===== src/rtl/tlrc_pkg.sv =====
package tlrc_pkg;

    localparam int HASH_BITS = 22;
    localparam int WIN_LEN   = 32;
    localparam int LEN_BITS  = 24;
    localparam int WIN_AW    = $clog2(WIN_LEN);
    localparam int WARM_W    = $clog2(WIN_LEN + 1);
    localparam int MASK_W    = 5;
    localparam int CFG_IDX_W = 3;

    typedef logic [HASH_BITS-1:0] t_hash;
    typedef logic [LEN_BITS-1:0]  t_len;
    typedef logic [LEN_BITS:0]    t_total;
    typedef logic [WIN_AW-1:0]    t_wptr;
    typedef logic [WARM_W-1:0]    t_warm;

    localparam t_hash  HASH_MULT = t_hash'(587);
    localparam t_hash  CUT_VALUE = '0;
    localparam t_total LEN_MAX   = t_total'((64'd1 << LEN_BITS) - 64'd1);

    // register indexes on the config port
    localparam logic [CFG_IDX_W-1:0] CFG_MASK_BITS = 3'd0;
    localparam logic [CFG_IDX_W-1:0] CFG_MIN_CHUNK = 3'd1;
    localparam logic [CFG_IDX_W-1:0] CFG_MAX_CHUNK = 3'd2;
    localparam logic [CFG_IDX_W-1:0] CFG_MIN_SEG   = 3'd3;
    localparam logic [CFG_IDX_W-1:0] CFG_MAX_SEG   = 3'd4;

    // 587^WIN_LEN mod 2^HASH_BITS, weight of the byte leaving the window
    function automatic t_hash f_base_pow();
        longint unsigned p;
        longint unsigned m;
        p = 1;
        m = (64'd1 << HASH_BITS) - 64'd1;
        for (int i = 0; i < WIN_LEN; i++) begin
            p = (p * 64'd587) & m;
        end
        return t_hash'(p);
    endfunction

    localparam t_hash BASE_POW = f_base_pow();

    typedef struct packed {
        logic [MASK_W-1:0] mask_bits;
        t_len              min_chunk;
        t_len              max_chunk;
        t_len              min_seg;
        t_len              max_seg;
    } t_cfg;

    typedef struct packed {
        t_len offset;
        t_len length;
        logic seg_end;
        logic stream_end;
    } t_result;

endpackage


===== src/rtl/two_level_rabin_chunker_unit.sv =====
// A result word is registered and is on the master side in the cycle after the byte that closes the chunk.
// Throughput: one byte per cycle; the hash and cut decision are combinational for each byte and the
// window memory is read one byte ahead, so only output backpressure stalls the input.
// After reset and after each stream end, the first 32 bytes fill the window and cut nothing.
// Reset (synchronous, active low) clears control state and loads register defaults; window memory
// contents are not cleared. Both ready outputs stay low while reset is held.
module two_level_rabin_chunker_unit (
    input  logic                                 i_clk,
    input  logic                                 i_rst_n,
    // slave side
    input  logic                                 i_s_axis_tvalid,
    output logic                                 o_s_axis_tready,
    input  logic [7:0]                           i_s_axis_tdata,   // [7:0] data_byte
    input  logic                                 i_s_axis_tlast,   // last_byte
    // master side
    output logic                                 o_m_axis_tvalid,
    input  logic                                 i_m_axis_tready,
    output logic [47:0]                          o_m_axis_tdata,   // [23:0] chunk_offset,
                                                                   // [47:24] chunk_length
    output logic                                 o_m_axis_tuser,   // closes_segment
    output logic                                 o_m_axis_tlast,   // ends_stream
    // config write channel
    input  logic                                 i_cfg_valid,
    output logic                                 o_cfg_ready,
    input  logic [tlrc_pkg::CFG_IDX_W-1:0]       i_cfg_index,
    input  logic [tlrc_pkg::LEN_BITS-1:0]        i_cfg_data
);
    import tlrc_pkg::*;

    t_cfg       r_cfg;
    logic       w_free;
    logic       w_acc;
    logic       w_emit;
    logic [7:0] w_old;
    t_result    w_res;
    t_result    w_out;

    assign o_cfg_ready = i_rst_n;

    always_ff @(posedge i_clk) begin
        if (!i_rst_n) begin
            r_cfg.mask_bits <= MASK_W'(12);
            r_cfg.min_chunk <= t_len'(1024);
            r_cfg.max_chunk <= t_len'(16384);
            r_cfg.min_seg   <= t_len'(1048576);
            r_cfg.max_seg   <= t_len'(8388608);
        end else if (i_cfg_valid) begin
            unique case (i_cfg_index)
                CFG_MASK_BITS: r_cfg.mask_bits <= i_cfg_data[MASK_W-1:0];
                CFG_MIN_CHUNK: r_cfg.min_chunk <= i_cfg_data;
                CFG_MAX_CHUNK: r_cfg.max_chunk <= i_cfg_data;
                CFG_MIN_SEG:   r_cfg.min_seg   <= i_cfg_data;
                CFG_MAX_SEG:   r_cfg.max_seg   <= i_cfg_data;
                default: ;
            endcase
        end
    end

    assign o_s_axis_tready = w_free && i_rst_n;
    assign w_acc           = i_s_axis_tvalid && w_free && i_rst_n;

    tlrc_window u_window (
        .i_clk   (i_clk),
        .i_rst_n (i_rst_n),
        .i_acc   (w_acc),
        .i_byte  (i_s_axis_tdata),
        .i_last  (i_s_axis_tlast),
        .o_old   (w_old)
    );

    tlrc_cut u_cut (
        .i_clk   (i_clk),
        .i_rst_n (i_rst_n),
        .i_acc   (w_acc),
        .i_byte  (i_s_axis_tdata),
        .i_last  (i_s_axis_tlast),
        .i_old   (w_old),
        .i_cfg   (r_cfg),
        .o_emit  (w_emit),
        .o_res   (w_res)
    );

    tlrc_oreg u_oreg (
        .i_clk   (i_clk),
        .i_rst_n (i_rst_n),
        .i_load  (w_acc && w_emit),
        .i_res   (w_res),
        .i_ready (i_m_axis_tready),
        .o_valid (o_m_axis_tvalid),
        .o_res   (w_out),
        .o_free  (w_free)
    );

    assign o_m_axis_tdata = {w_out.length, w_out.offset};
    assign o_m_axis_tuser = w_out.seg_end;
    assign o_m_axis_tlast = w_out.stream_end;

endmodule


===== src/rtl/tlrc_window.sv =====
module tlrc_window (
    input  logic       i_clk,
    input  logic       i_rst_n,
    input  logic       i_acc,
    input  logic [7:0] i_byte,
    input  logic       i_last,
    output logic [7:0] o_old
);
    import tlrc_pkg::*;

    logic [7:0] r_mem [WIN_LEN];
    logic [7:0] r_old;
    t_wptr      r_ptr;
    t_wptr      n_ptr;

    // read is issued one word ahead: the slot the next byte overwrites. Unless a stream end
    // reset the pointer, it was written WIN_LEN words back, never on the same edge.
    always_comb begin
        if (i_last || r_ptr == t_wptr'(WIN_LEN - 1)) begin
            n_ptr = '0;
        end else begin
            n_ptr = r_ptr + t_wptr'(1);
        end
    end

    always_ff @(posedge i_clk) begin
        if (i_acc) begin
            r_mem[r_ptr] <= i_byte;
            r_old        <= r_mem[n_ptr];
        end
    end

    always_ff @(posedge i_clk) begin
        if (!i_rst_n) begin
            r_ptr <= '0;
        end else if (i_acc) begin
            r_ptr <= n_ptr;
        end
    end

    assign o_old = r_old;

endmodule


===== src/rtl/tlrc_cut.sv =====
module tlrc_cut (
    input  logic             i_clk,
    input  logic             i_rst_n,
    input  logic             i_acc,
    input  logic [7:0]       i_byte,
    input  logic             i_last,
    input  logic [7:0]       i_old,
    input  tlrc_pkg::t_cfg   i_cfg,
    output logic             o_emit,
    output tlrc_pkg::t_result o_res
);
    import tlrc_pkg::*;

    t_hash  r_hash,   n_hash;
    t_warm  r_warm,   n_warm;
    t_len   r_open,   n_open;
    t_len   r_closed, n_closed;

    t_hash  w_mul_v;
    t_hash  w_mul_o;
    t_hash  w_mask;
    t_len   w_open_inc;
    t_total w_total;
    t_total w_held_total;
    logic   w_warm;
    logic   w_seg_cut;
    logic   w_chunk_cut;

    assign w_warm     = (r_warm < t_warm'(WIN_LEN));
    assign w_mul_v    = r_hash * HASH_MULT;
    assign w_mul_o    = t_hash'(i_old) * BASE_POW;
    assign w_open_inc = r_open + t_len'(1);
    assign w_total    = {1'b0, r_closed} + {1'b0, w_open_inc};
    assign w_held_total = {1'b0, r_closed} + {1'b0, r_open};

    always_comb begin
        if (w_warm) begin
            n_hash = w_mul_v + t_hash'(i_byte);
        end else begin
            n_hash = w_mul_v - w_mul_o + t_hash'(i_byte);
        end
    end

    // mask widths past the hash width test the whole hash
    always_comb begin
        for (int i = 0; i < HASH_BITS; i++) begin
            w_mask[i] = (i < int'(i_cfg.mask_bits));
        end
    end

    always_comb begin
        w_seg_cut = !w_warm && !i_last &&
                    (w_total >= LEN_MAX ||
                     (w_total >= {1'b0, i_cfg.min_seg} &&
                      (n_hash == CUT_VALUE || w_total == {1'b0, i_cfg.max_seg})));
        w_chunk_cut = !w_warm && !i_last && !w_seg_cut &&
                      ((n_hash & w_mask) == CUT_VALUE || w_open_inc == i_cfg.max_chunk) &&
                      (w_open_inc >= i_cfg.min_chunk);
    end

    always_comb begin
        n_warm   = w_warm ? r_warm + t_warm'(1) : r_warm;
        n_open   = w_open_inc;
        n_closed = r_closed;
        if (i_last) begin
            n_warm   = '0;
            n_open   = '0;
            n_closed = '0;
        end else if (w_seg_cut) begin
            n_open   = '0;
            n_closed = '0;
        end else if (w_chunk_cut) begin
            n_open   = '0;
            n_closed = w_total[LEN_BITS-1:0];
        end
    end

    always_ff @(posedge i_clk) begin
        if (!i_rst_n) begin
            r_hash   <= '0;
            r_warm   <= '0;
            r_open   <= '0;
            r_closed <= '0;
        end else if (i_acc) begin
            r_hash   <= i_last ? t_hash'(0) : n_hash;
            r_warm   <= n_warm;
            r_open   <= n_open;
            r_closed <= n_closed;
        end
    end

    assign o_emit            = i_last || w_seg_cut || w_chunk_cut;
    assign o_res.offset      = r_closed;
    assign o_res.length      = w_open_inc;
    assign o_res.seg_end     = i_last || w_seg_cut;
    assign o_res.stream_end  = i_last;

    a_restart: assert property (@(posedge i_clk) disable iff (!i_rst_n)
        i_acc && i_last |=> r_warm == '0 && r_open == '0 && r_closed == '0 && r_hash == '0)
        else $error("state not cleared after stream end");

    a_len_bound: assert property (@(posedge i_clk) disable iff (!i_rst_n)
        w_held_total < LEN_MAX)
        else $error("segment length reached the field limit");

    a_warm_bound: assert property (@(posedge i_clk) disable iff (!i_rst_n)
        r_warm <= t_warm'(WIN_LEN))
        else $error("warm-up count overran the window");

    a_warm_emit: assert property (@(posedge i_clk) disable iff (!i_rst_n)
        i_acc && w_warm && o_emit |-> o_res.seg_end && o_res.stream_end)
        else $error("cut taken during warm-up");

endmodule


===== src/rtl/tlrc_oreg.sv =====
module tlrc_oreg (
    input  logic              i_clk,
    input  logic              i_rst_n,
    input  logic              i_load,
    input  tlrc_pkg::t_result i_res,
    input  logic              i_ready,
    output logic              o_valid,
    output tlrc_pkg::t_result o_res,
    output logic              o_free
);
    import tlrc_pkg::*;

    logic    r_valid;
    t_result r_res;

    // free when empty or being drained this cycle
    assign o_free = !r_valid || i_ready;

    always_ff @(posedge i_clk) begin
        if (!i_rst_n) begin
            r_valid <= 1'b0;
        end else if (i_load) begin
            r_valid <= 1'b1;
        end else if (i_ready) begin
            r_valid <= 1'b0;
        end
    end

    always_ff @(posedge i_clk) begin
        if (i_load) begin
            r_res <= i_res;
        end
    end

    assign o_valid = r_valid;
    assign o_res   = r_res;

endmodule


===== config.mk =====
export PLATFORM = sky130hd
export DESIGN_NAME = two_level_rabin_chunker_unit
export DESIGN_NICKNAME = d
export VERILOG_FILES = /design/src/rtl/tlrc_pkg.sv /design/src/rtl/two_level_rabin_chunker_unit.sv /design/src/rtl/tlrc_window.sv /design/src/rtl/tlrc_cut.sv /design/src/rtl/tlrc_oreg.sv
export SDC_FILE = /design/constraint.sdc
export NUM_CORES = 1
export LEC_CHECK = 0
export BUFFER_PORTS_ARGS = -buffer_cell sky130_fd_sc_hd__buf_2
export CAP_MARGIN = 40
export CORE_AREA = 5 5 273 275
export DETAILED_ROUTE_END_ITERATION = 7
export DIE_AREA = 0 0 278 280
export GPL_ROUTABILITY_DRIVEN = 0
export PLACE_DENSITY = 0.69
export SYNTH_ARGS = -nofsm -noshare
export SYNTH_HDL_FRONTEND = slang
export SYNTH_HIERARCHICAL = 1
export SYNTH_SLANG_ARGS = --single-unit

===== constraint.sdc =====
create_clock -name i_clk -period 30.8 [get_ports i_clk]
set_clock_uncertainty 0.1 [all_clocks]
set_input_delay 3.08 -clock i_clk [delete_from_list [all_inputs] [get_ports i_clk]]
set_output_delay 3.08 -clock i_clk [all_outputs]
set_load 0.01 [all_outputs]

==> run_results.csv, run 1 <==
group,metric,value,unit
run_status,outcome,"finished, final reports clean",
sta,worstMarginPinSlew,0.9313,ns
clock_network,cts_tree,"done",
sta,worst_slack,20.35,ns
clock_network,cts_buffer_depth,3,
synthesis,yosysWarnings,6,
sta,finalHoldViolations,0,
critical_path,critPathKind,"register to register",
worst_hold_path,holdPathStages,2,
clock_network,numClockSinks,497,
detailed_routing,wire_per_inst,19.61,µm
grt,grt_start_max_net_pins,82,
synthesis,syn_area_per_cell,10.69,µm²
clock_network,cts_resized,0,
place,io_buffer_count,93,
synthesis,synth-edff-count,314,
synthesis,synth_seq_cells,497,
sta,fin_crit,10.45,ns
grt,grtUsageTotal,18.99,%
worst_hold_path,min_path_type,"register to register",
critical_path,cpMaxStageDelayCell,"xnor2_1",
critical_path,cp.required,30.95,ns
floorplanning,dieArea,0.07784,mm²
sta,rsz0062_at_grt,"no",
synthesis,seq_area_frac_synth,43.01,%
clock_network,cts_made_buffers,50,
clock_network,holdBufCountCts,0,
power,power_frac_seq,37.1,%
detailed_routing,antenna_left,0,
power,p_leak,13.47,nW
clock_network,post_cts_buffers,0,
sta,setup_tns,0,ns
critical_path,cp_max_fo,51,
detailed_routing,dr.pass1.iters,7,
detailed_routing,routed_wl,76580,µm
cells_and_area,areaGrowthSynthToFinish,10.27,%
synthesis,synthDistinctLibCells,99,
critical_path,arrival,10.60,ns
grt,grt_pass1_vias,20880,
critical_path,rrSetupSlack,20.35,ns
power,switching_power,0.6148,mW
floorplanning,fp.dieH,280,µm
cells_and_area,layout-drive-gt1-share,9.752,%
floorplanning,core,0.07209,mm²
sta,final_max_slew_viol_count,0,
place,place_ws,20.35,ns
synthesis,synth_ff_type,"edfxtp_1",
power,power_frac_comb,30.4,%
sta,fmax,0.09570,GHz
clock_network,clockRootBuffer,"clkbuf_16",
power,intPower,1.329,mW
grt,overflow,0,
power,p_sw_share,31.63,%
floorplanning,die_x,278,µm
cells_and_area,design_area,0.03356,mm²
sta,post-route-period-util,33.93,%
detailed_routing,drtIter0Drc,1854,
grt,grt_first_pass_wirelength,118100,µm
worst_hold_path,hold_end,"r_cfg[94]",
power,clkPwrFrac,32.5,%
synthesis,syn-instance-count,2847,
critical_path,startpoint,"u_cut/r_hash[7]",
grt,antenna_found_initial,6,
sta,slew_headroom,37.68,%
critical_path,timing.rr.start,"u_cut/r_hash[7]",
detailed_routing,remaining_drc_errors,0,
synthesis,synth_fp_nets,3224,
detailed_routing,viasPerCell,5.517,
synthesis,netlist_area,0.03044,mm²
detailed_routing,via_count,21540,
floorplanning,rows,99,
worst_hold_path,hold_start,"r_cfg[94]",
job,maxCapViolations,0,
place,placed_cell_area,0.03182,mm²
floorplanning,io_pins,94,
clock_network,h-tree-depth,2,
critical_path,startpoint_type,"register",
place,dp_hpwl,56410,µm
sta,setup_viol,0,
clock_network,path_clk_slew,0.07,ns
critical_path,cp-end-kind,"register",
power,power-per-cell-area,57.91,mW/mm²
floorplanning,start_util,42.22,%
synthesis,async_flop_share,0,%
power,irDropWorstVdd,0.00004974,V
critical_path,reg2reg_to,"u_oreg/o_res[34]",
cells_and_area,num-nets-final,3279,
critical_path,r2r_cells,37,
critical_path,cp_slowest_stage_delay,0.59,ns
clock_network,clk_latency,0.62,ns
power,power.total,1.944,mW
## synth_stat cells (all sizes together) (18+ instances only)
master / number / share of area [%]
edfxtp: 314 / 31
inv: 298 / 3.7
nand2: 264 / 3.3
ha: 249 / 10
dfxtp: 183 / 12
mux2i: 167 / 5.5
nor2: 124 / 1.6
o21ai: 121 / 2.0
a21oi: 96 / 1.6
fa: 87 / 5.7
xnor2: 84 / 2.5
clkbuf: 73 / 0.90
nor2b: 60 / 1.2
xor2: 54 / 1.6
buf: 49 / 1.2
nand3: 48 / 0.79
nor3: 43 / 0.72
o22ai: 36 / 0.74
nand4: 31 / 0.64
a21o: 30 / 0.74
nand3b: 24 / 0.59
o211ai: 24 / 0.61
a211oi: 23 / 0.58
and2: 23 / 0.48
nand2b: 23 / 0.50
a31oi: 22 / 0.47
a2111oi: 21 / 0.70
o21a: 20 / 0.49
nor4: 19 / 0.43
mux2: 18 / 0.67
## critical path, delay by kind of cell (launching register included)
kind,cells,cell delay [ns]
adder cells (fa/ha/maj),12,4.91
buffers and inverters,8,1.25
flip-flops,1,0.49
XOR/XNOR,2,0.75
AND/OR/NAND/NOR,5,0.72
AO/OA/AOI/OAI,10,1.84
## metrics by stage
step                utilization, %  cells  hold WS, ns
global placement             43.93   3800       0.3429
floorplan                        -   2847       0.3335
global route                 46.56   3904       0.3698
finish                       46.56   3904       0.3571
CTS                          46.55   3902       0.3579
detailed placement           44.14   3809       0.3461
## cells by family (layout without fill, tap and decap cells)
kind of cell,after synthesis,count (layout),share of synthesized area [%]
adders and majority gates,336,336,15.96
xor gates and xnor gates,140,140,4.168
muxes,201,201,7.342
AOI/OAI and AO/OA,526,526,11.82
and+or+nand+nor,726,726,11.91
DFF,497,497,43.01
other,0,2,0
buffers and inverters,421,517,5.784
## cell usage in the layout, fill, tap and decap left out, types with 18 or more instances in the layout
master,count
edfxtp_1,314
inv_1,294
nand2_1,264
ha_1,248
dfxtp_1,181
mux2i_1,167
nor2_1,123
o21ai_0,112
a21oi_1,96
buf_2,93
fa_1,87
xnor2_1,82
nor2b_1,59
clkbuf_16,54
xor2_1,54
nand3_1,48
nor3_1,42
o22ai_1,36
nand4_1,31
a21o_1,30
buf_4,25
nand3b_1,24
o211ai_1,23
nand2b_1,22
a211oi_1,22
and2_1,21
a31oi_1,21
o21a_1,20
mux2_2,18
## flip-flops by register name, summed over array words and instances (netlist names)
signal          flops
u_cut/r_warm        6
u_cut/r_closed     24
u_oreg/o_res       50
u_window/o_old      8
u_window/r_ptr      5
r_cfg             101
u_cut/r_open       24
u_window/r_mem    256
u_cut/r_hash       22
u_oreg/o_valid      1
## layout make-up
class,instances,area (µm²)
sequential,497,13100
clock inverter,31,326.6
timing repair buffer,125,797.0
antenna,2,5.005
multi-input combinational,1929,15610
inverter,299,1122
fill,6676,38530
tap,959,1200
clock buffer,62,1411
## layer usage
metal	GRT usage, %	routed length (µm)	vias to the layer above
li1	-	-	10320
met1	26.86	34650	10400
met2	30.43	35130	660
met3	2.804	4302	149
met4	5.985	2450	6
met5	0	41	-
## power groups by stage
stage / combinational [mW] / clock [mW] / sequential, mW
2_1_floorplan: 0.458 / 0 / 0.733
3_3_place_gp: 0.578 / 0 / 0.735
3_5_place_dp: 0.584 / 0 / 0.735
4_1_cts: 0.588 / 0.645 / 0.720
5_1_grt: 0.669 / 0.676 / 0.721
6_report: 0.591 / 0.632 / 0.720
## worst max-delay path by stage
stage,endpoint,depth (start not counted),slack [ns]
after floorplan,u_oreg/o_res[0],37,20.58
after global placement,u_cut/r_closed[4],36,20.30
after detailed placement,u_oreg/o_res[10],38,20.35
after CTS,u_oreg/o_res[34],38,20.35
after global routing,u_oreg/o_res[31],37,19.69
final,u_oreg/o_res[34],37,20.35
(Power assumes the default switching activity.)
==> run 2: changes to the inputs <==
==> constraint.sdc (replaced) <==
create_clock -name i_clk -period 10.2 [get_ports i_clk]
set_clock_uncertainty 0.1 [all_clocks]
set_input_delay 1.02 -clock i_clk [delete_from_list [all_inputs] [get_ports i_clk]]
set_output_delay 1.02 -clock i_clk [all_outputs]
set_load 0.01 [all_outputs]
==> run 2 against run 1 <==
Worst setup slack worse by 20 ns. Sequential power rose to 3.0 times the previous value. Critical path depth down 1. Design area up 0.22%. Hold slack better by 0.0023 ns. Sequential share of layout area down 0.067 points. Fmax up 8.1%. Largest cell class unchanged. Largest power group unchanged. Highest routed layer unchanged.
==> run_results.csv, run 2 (synthesis results as in run 1) <==
group,metric,value,unit
run_status,outcome,"finished, final reports clean",
critical_path,cp-end-kind,"register",
critical_path,arrival,9.86,ns
grt,grt_use_met2,30.35,%
power,irDropWorstVdd,0.0002259,V
worst_hold_path,min_path_type,"register to register",
critical_path,cp.required,10.39,ns
detailed_routing,via_count,21720,
critical_path,startpoint_type,"register",
sta,setup_viol,0,
floorplanning,core,0.07209,mm²
grt,grtUsageTotal,19.33,%
sta,worstMarginPinSlew,1.032,ns
power,intPower,3.981,mW
critical_path,cpMaxStageDelayCell,"fa_1",
clock_network,clockRootBuffer,"clkbuf_16",
detailed_routing,antenna_left,0,
sta,post-route-period-util,94.81,%
power,clkPwrFrac,31.9,%
place,io_buffer_count,93,
floorplanning,io_pins,94,
power,power_frac_comb,30.9,%
cells_and_area,layout-drive-gt1-share,10.34,%
floorplanning,start_util,42.22,%
cells_and_area,fin_cells,3914,
cells_and_area,layout_commonest_cell,"edfxtp_1",
grt,antenna_found_initial,7,
detailed_routing,drtIter0Drc,1820,
place,dp_hpwl,57250,µm
clock_network,cts_buffer_depth,3,
critical_path,cp_max_fo,51,
grt,use_met3,3.087,%
clock_network,path_clk_slew,0.07,ns
detailed_routing,routed_wl,77750,µm
grt,grt_start_max_net_pins,104,
power,p_sw_share,32.08,%
cells_and_area,areaGrowthSynthToFinish,10.52,%
sta,finalHoldViolations,0,
place,placed_cell_area,0.03190,mm²
critical_path,cp_slowest_stage_delay,0.55,ns
cells_and_area,design_area,0.03364,mm²
place,post-place-cells,3818,
sta,fmax,0.1034,GHz
grt,grt_first_pass_wirelength,120200,µm
job,maxCapViolations,0,
clock_network,cts_made_buffers,50,
detailed_routing,wire_per_inst,19.86,µm
power,p_leak,13.51,nW
power,power-per-cell-area,174.3,mW/mm²
clock_network,holdBufCountCts,0,
grt,overflow,0,
grt,grt_use_met1,27.63,%
sta,rsz0062_at_grt,"no",
clock_network,numClockSinks,497,
floorplanning,fp.dieH,280,µm
cells_and_area,largest_reg_flops,256,
sta,final_max_slew_viol_count,0,
critical_path,critPathKind,"register to register",
power,switching_power,1.881,mW
clock_network,cts_tree,"done",
cells_and_area,regMostFlops,"u_window/r_mem",
cells_and_area,fill_cells,6658,
clock_network,clk_latency,0.61,ns
detailed_routing,viasPerCell,5.549,
grt,grt_pass1_vias,20800,
power,power_frac_seq,37.1,%
floorplanning,dieArea,0.07784,mm²
cells_and_area,num-nets-final,3289,
clock_network,h-tree-depth,2,
detailed_routing,remaining_drc_errors,0,
floorplanning,rows,99,
sta,slew_headroom,29.45,%
grt,grt-busiest-layer,"met2",
cells_and_area,final_cell_mix,"edfxtp_1 (314), inv_1 (294), nand2_1 (264)",
floorplanning,die_x,278,µm
sta,fin_crit,9.670,ns
detailed_routing,dr.pass1.iters,6,
sta,setup_tns,0,ns
## run 2: worst max-delay path: cells and delay by family, from the launching register on
| kind | cells | cell delay (ns) |
|---|---|---|
| compound gates | 11 | 2.21 |
| xor+xnor | 2 | 0.34 |
| fa+ha+maj | 12 | 4.82 |
| buf+inv | 7 | 0.65 |
| flops | 1 | 0.51 |
| simple gates | 4 | 0.66 |
## run 2: final cells by class
type                    count  area [µm²]  area share (%)
clock buffers              65        1360           4.043
diodes                      4       10.01         0.02976
inverters                 299        1122           3.336
repair buffers            135       877.1           2.607
clock inverters            26       305.3          0.9076
well taps                 959        1200           3.567
flip-flops and latches    497       13100           38.95
multi-input cells        1929       15660           46.56
## run 2: worst paths after layout
kind	startpoint	end	slack (ns)	cells past startpoint
worst max-delay path	u_cut/r_hash[10]	u_oreg/o_res[15]	0.53	36
worst min-delay path	r_cfg[76]	r_cfg[76]	0.36	2
worst max register to register	u_cut/r_hash[10]	u_oreg/o_res[15]	0.53	36
worst min register to register	r_cfg[76]	r_cfg[76]	0.36	2
## run 2: repair_timing
action,4_1_cts,5_1_grt
hold endpoints to repair,0,0
setup buffers,0,1
setup endpoints to repair,0,99
gates resized for setup,0,15
## run 2: power by group through the flow
stage	Clock, mW	Combinational, mW	Sequential [mW]
final	1.87	1.81	2.18
after global routing	1.99	2.05	2.18
after CTS	1.91	1.80	2.18
after detailed placement	0	1.79	2.22
after global placement	0	1.77	2.22
after floorplan	0	1.38	2.21
## run 2: metal layers
layer / share of wire (%) / wire length [µm]
met2: 45 / 35160
met4: 3.4 / 2635
met3: 6.1 / 4780
met1: 45 / 35150
met5: 0.035 / 27
## run 2: metrics by stage
step           utilization, %  setup slack (ns)  hold slack (ns)  power, mW
3_5_place_dp            44.24           0.03780           0.3506      4.004
3_3_place_gp            44.02            0.2388           0.3431      3.986
4_1_cts                 46.55           0.01172           0.3613      5.878
6_report                46.66            0.5297           0.3594      5.862
2_1_floorplan               -            0.5195           0.3335      3.594
5_1_grt                 46.66           0.01297           0.3760      6.218
